<file path="src/rtl/rwgs_pkg.sv">
`timescale 1ns / 1ps
// shared constants, codes and controller command type for the water ripple grid step unit
package rwgs_pkg;

	localparam int GRID_ROWS = 64;
	localparam int GRID_COLS = 64;
	localparam int NCELLS    = GRID_ROWS * GRID_COLS;
	localparam int ADDR_W    = $clog2(NCELLS);
	localparam int ROW_W     = $clog2(GRID_ROWS);
	localparam int COL_W     = $clog2(GRID_COLS);

	localparam int DATA_W    = 24;
	localparam int PX_W      = 10;
	localparam int STEP_W    = 3;
	localparam int CFG_IDX_W = 2;
	localparam int CFG_W     = 24;
	localparam int IN_TDATA_W  = 56;
	localparam int OUT_TDATA_W = 32;

	localparam logic [STEP_W-1:0] PRESS_LAST = 3'd3;
	localparam logic [STEP_W-1:0] LAP_LAST   = 3'd6;
	localparam logic [STEP_W-1:0] UPD_LAST   = 3'd2;

	localparam logic [CFG_IDX_W-1:0] CFG_ENABLED = 2'd0;
	localparam logic [CFG_IDX_W-1:0] CFG_BLUR    = 2'd1;
	localparam logic [CFG_IDX_W-1:0] CFG_PRESS   = 2'd2;

	localparam logic OP_TICK = 1'b0;
	localparam logic OP_READ = 1'b1;

	localparam logic [15:0]       BLUR_RST  = 16'd983;
	localparam logic [DATA_W-1:0] PRESS_RST = 24'hFFE200;

	typedef struct packed {
		logic              load;
		logic              clr;
		logic              press;
		logic              lap;
		logic              upd;
		logic              fin;
		logic [ADDR_W-1:0] clr_addr;
		logic [ROW_W-1:0]  row;
		logic [COL_W-1:0]  col;
		logic [STEP_W-1:0] step;
	} cmd_t;

endpackage

</file>
<file path="src/rtl/rwgs_ctrl.sv">
`timescale 1ns / 1ps
// controller: clearing pass, tick sequencing over the grid, handshakes
module rwgs_ctrl (
	input  logic            clk,
	input  logic            arst_n,
	input  logic            s_valid,
	input  logic            s_op,
	input  logic            enabled,
	input  logic            m_ready,
	output logic            s_ready,
	output logic            m_valid,
	output rwgs_pkg::cmd_t  cmd
);
	import rwgs_pkg::*;

	typedef enum logic [6:0] {
		S_CLEAR  = 7'b0000001,
		S_IDLE   = 7'b0000010,
		S_READ   = 7'b0000100,
		S_PRESS  = 7'b0001000,
		S_LAP    = 7'b0010000,
		S_UPD    = 7'b0100000,
		S_FINISH = 7'b1000000
	} state_t;

	state_t            state_q;
	logic [ADDR_W-1:0] clr_cnt_q;
	logic [ROW_W-1:0]  row_q;
	logic [COL_W-1:0]  col_q;
	logic [STEP_W-1:0] step_q;
	logic              m_valid_q;

	logic load, fin, last_cell;
	assign load = (state_q == S_IDLE) && s_valid;
	assign fin  = (state_q == S_FINISH) && (!m_valid_q || m_ready);
	assign last_cell = (row_q == ROW_W'(GRID_ROWS - 2)) && (col_q == COL_W'(GRID_COLS - 2));

	always_ff @(posedge clk or negedge arst_n) begin
		if (!arst_n) begin
			state_q   <= S_CLEAR;
			clr_cnt_q <= '0;
			row_q     <= ROW_W'(1);
			col_q     <= COL_W'(1);
			step_q    <= '0;
		end else begin
			case (state_q)
				S_CLEAR: begin
					clr_cnt_q <= clr_cnt_q + ADDR_W'(1);
					if (clr_cnt_q == ADDR_W'(NCELLS - 1)) state_q <= S_IDLE;
				end
				S_IDLE: begin
					step_q <= '0;
					row_q  <= ROW_W'(1);
					col_q  <= COL_W'(1);
					if (s_valid) begin
						if (s_op == OP_READ) state_q <= S_READ;
						else if (enabled) state_q <= S_PRESS;
						else state_q <= S_FINISH;
					end
				end
				S_READ: state_q <= S_FINISH;
				S_PRESS: begin
					if (step_q == PRESS_LAST) begin
						step_q  <= '0;
						state_q <= S_LAP;
					end else begin
						step_q <= step_q + STEP_W'(1);
					end
				end
				S_LAP, S_UPD: begin
					if (step_q == ((state_q == S_LAP) ? LAP_LAST : UPD_LAST)) begin
						step_q <= '0;
						if (last_cell) begin
							row_q   <= ROW_W'(1);
							col_q   <= COL_W'(1);
							state_q <= (state_q == S_LAP) ? S_UPD : S_FINISH;
						end else if (col_q == COL_W'(GRID_COLS - 2)) begin
							col_q <= COL_W'(1);
							row_q <= row_q + ROW_W'(1);
						end else begin
							col_q <= col_q + COL_W'(1);
						end
					end else begin
						step_q <= step_q + STEP_W'(1);
					end
				end
				S_FINISH: if (fin) state_q <= S_IDLE;
				default: state_q <= S_IDLE;
			endcase
		end
	end

	always_ff @(posedge clk or negedge arst_n) begin
		if (!arst_n) begin
			m_valid_q <= 1'b0;
		end else if (fin) begin
			m_valid_q <= 1'b1;
		end else if (m_ready) begin
			m_valid_q <= 1'b0;
		end
	end

	always_comb begin
		cmd.load     = load;
		cmd.clr      = (state_q == S_CLEAR);
		cmd.press    = (state_q == S_PRESS);
		cmd.lap      = (state_q == S_LAP);
		cmd.upd      = (state_q == S_UPD);
		cmd.fin      = fin;
		cmd.clr_addr = clr_cnt_q;
		cmd.row      = row_q;
		cmd.col      = col_q;
		cmd.step     = step_q;
	end

	assign s_ready = (state_q == S_IDLE);
	assign m_valid = m_valid_q;

endmodule

</file>
<file path="config.mk">
export PLATFORM = sky130hd
export DESIGN_NAME = rwgs_ctrl
export DESIGN_NICKNAME = d
export VERILOG_FILES = /design/src/rtl/rwgs_pkg.sv /design/src/rtl/rwgs_ctrl.sv
export SDC_FILE = /design/constraint.sdc
export NUM_CORES = 1
export LEC_CHECK = 0
export ABC_CLOCK_PERIOD_IN_PS = 2200
export BUFFER_PORTS_ARGS = -buffer_cell sky130_fd_sc_hd__buf_2
export CAP_MARGIN = 20
export CORE_MARGIN = 2
export CORE_UTILIZATION = 49
export CTS_BUF_LIST = sky130_fd_sc_hd__clkbuf_8 sky130_fd_sc_hd__clkbuf_16
export CTS_CLUSTER_SIZE = 16
export DETAILED_ROUTE_END_ITERATION = 16
export PLACE_DENSITY_LB_ADDON = 0.3
export SLEW_MARGIN = 40
export SYNTH_ARGS = -nofsm -noshare
export SYNTH_HDL_FRONTEND = slang
export SYNTH_SLANG_ARGS = --single-unit
</file>
<file path="constraint.sdc">
create_clock -name clk -period 2.2 [get_ports clk]
set_input_delay 0.11 -clock clk [delete_from_list [all_inputs] [get_ports clk]]
set_output_delay 0.11 -clock clk [all_outputs]
set_load 0.03 [all_outputs]
</file>
==> results.cfg <==
[hold_path]
worstHoldPathType = in2reg
min_path_cells = 3
hold_end = state_q[3]
hold_start = enabled

[detailed_routing]
num_vias = 1616
drt-initial-drc-count = 77
totalWireLength_um = 3970
routed_via_density = 5.48
wl_per_cell_um = 13.4
drcViolationCount = 0
drtPass1Iterations = 4
ant_nets = 0

[global_route]
grt_pass1_vias = 1478
grt.busiest_layer = met2
grt_util_met2 = 0.319
grt_use_met1 = 0.265
grt_overflow_total = 0
grt_max_degree = 36
grt_pass1_wl_um = 6690
use_met3 = 0.0557
grtUsageTotal = 0.200
antenna_found_initial = 0

[placement]
portBuffers = 40
place.gp.congestion = 0.791
dpl.hpwl_um = 2820
placedCellCount = 285
postPlaceCellArea_sq_mm = 0.00223

[floorplan]
core-area_sq_mm = 0.00374
die-width_um = 67.1
rows = 22
die_h_um = 67.1
ios = 41
die-area_sq_mm = 0.00450
start_util = 0.521

[yosys]
syn_area_sq_mm = 0.00195
ys_top_cells_by_count = dfrtp_1 (32), nand2_1 (20), o21ai_0 (13)
async_flop_share = 1.00
seq_area_frac_synth = 0.451
synthFlopType = dfrtp_1
postSynthCellCount = 195
syn_area_per_cell_sq_um = 10.0
yosysMostFrequentCell = dfrtp_1
synth_nets = 210
synth.yosys.warnings = 0
ys_seq_elements = 35
synth_cell_types = 52
synth_area_leaders = dfrtp_1 (41%), ha_1 (5.8%), dfstp_2 (4.0%)
yosysTopAreaCell = dfrtp_1
synth_edf_count = 0
yosysTopAreaCellShare = 0.411

[critical_path]
reg2reg_depth = 7
startpoint = state_q[2]
crit_arrival_ns = 1.99
setup.worst_path.end_class = output port
regToRegSetupSlack_ns = 0.17
r2r_start = col_q[0]
crit_type = reg2out
r2r-end = row_q[4]
cp-start-kind = flip-flop
path_max_fanout = 6
required_ns = 2.09

[timing]
rsz0062_at_grt = no
fin_crit_sh = 0.955
finalHoldViolCount = 0
fmax_mhz = 476
setup-tns-final_ns = 0
finClkSkew_ns = 0.00317
drv_slew = 0
slew_headroom = 0.613
setup_viol = 0
worst_pin_slew_ns = 0.578
timing.hold.ws_ns = 0.0931
fin_crit_ns = 2.10

[cts]
clk_pin_slew_ns = 0.07
clk_latency_ns = 0.28
cts_made_buffers = 5
clk_path_buf_depth = 2
cts_tree = built
cts-root-buf = clkbuf_8
htreeDepth = 2
cts_sinks = 35

[layout]
diodes = 0
instances_no_fill = 295
fin_area_sq_mm = 0.00239
final_nets = 261
area_growth_syn_to_layout_pct = 22.7
drive_gt1_frac = 0.275

[power]
vdd_ir_drop_max_v = 0.000418
p_leak_nw = 1.18
powerDensity_mw_per_mm2 = 560

[outcome]
status = finished, final reports clean

[run]
cap_violations = 0
[cell usage in the layout, fill, tap and decap left out, drive strengths merged, types with 2 or more instances in the layout]
| cell | instances |
|---|---|
| dfstp | 3 |
| nand3 | 10 |
| nand4b | 2 |
| a21boi | 2 |
| buf | 48 |
| and3 | 6 |
| nor3b | 4 |
| nand4 | 2 |
| nor3 | 9 |
| nand2 | 20 |
| inv | 7 |
| a311oi | 2 |
| a21oi | 3 |
| xor2 | 8 |
| ha | 9 |
| o31ai | 2 |
| o21ai | 13 |
| nor4 | 2 |
| nor2 | 12 |
| nor4b | 2 |
| xnor2 | 6 |
| o22ai | 2 |
| clkbuf | 5 |
| or3 | 2 |
| mux2 | 3 |
| nand2b | 3 |
| o21bai | 2 |
| a21o | 3 |
| nor2b | 2 |
| nand3b | 4 |
| bufinv | 2 |
| dfrtp | 32 |
[metal layers]
| metal | vias to the layer above | routed length, um |
|---|---|---|
| met1 | 763 | 1860 |
| met4 | 0 | 45 |
| met3 | 6 | 177 |
| met2 | 39 | 1890 |
| li1 | 808 | - |
| met5 | - | 0 |
[worst max-delay path by stage]
| stage | end | slack [ns] |
|---|---|---|
| finish | cmd[32] | 0.1 |
| global route | cmd[32] | 0.009 |
| CTS | cmd[32] | 0.08 |
| detailed placement | col_q[5] | 0.14 |
| global placement | col_q[5] | 0.20 |
| floorplan | col_q[5] | -0.19 |
[sequential cells by signal (all words and copies together) (netlist names)]
| register | cells |
|---|---|
| row_q | 6 |
| col_q | 6 |
| step_q | 3 |
| state_q | 7 |
| clr_cnt_q | 12 |
| m_valid | 1 |
[critical path, cell delays in order (launching register included)]
cell and delay, ns:
dfrtp_1 0.38, or4_4 0.58, nor4b_4 0.28, buf_4 0.19
and2_4 0.15, buf_6 0.12
[report_power, final]
part | total [mW] | internal (mW) | switching, mW
sequential | 0.643 | 0.643 | 0.0000000000000000443
combinational | 0.0196 | 0.00560 | 0.0140
clock | 0.678 | 0.448 | 0.230
[stage by stage]
step | worst slack, ns | power, mW | util
global placement | 0.203 | 0.674 | 0.595
global route | 0.00909 | 1.39 | 0.639
finish | 0.0999 | 1.34 | 0.639
floorplan | -0.194 | 0.657 | -
detailed placement | 0.142 | 0.674 | 0.595
CTS | 0.0792 | 1.35 | 0.636
[logic make-up after synthesis]
family,count (synthesis),synth area share
XOR/XNOR,14,0.0629
AND/OR/NAND/NOR,85,0.247
adder cells (fa/ha/maj),9,0.0577
flip-flops,35,0.451
AO/OA/AOI/OAI,37,0.130
buffers and inverters,11,0.0295
multiplexers,4,0.0224
[what timing repair did]
action | 4_1_cts | 5_1_grt
pin swaps | 0 | 0
endpoints found under the hold margin | 32 | 0
hold buffers | 1 | 0
gates resized for setup | 1 | 3
setup endpoints to repair | 1 | 2
buffers inserted | 1 | 0
[cell type report]
class	count	area (sq um)
clock inverters	3	63.8
inverters	6	22.5
multi-input cells	149	1020
clock buffers	5	68.8
flip-flops and latches	35	880
fillers	329	1350
well taps	48	60.1
repair buffers	49	279
(Power assumes the default switching activity.)
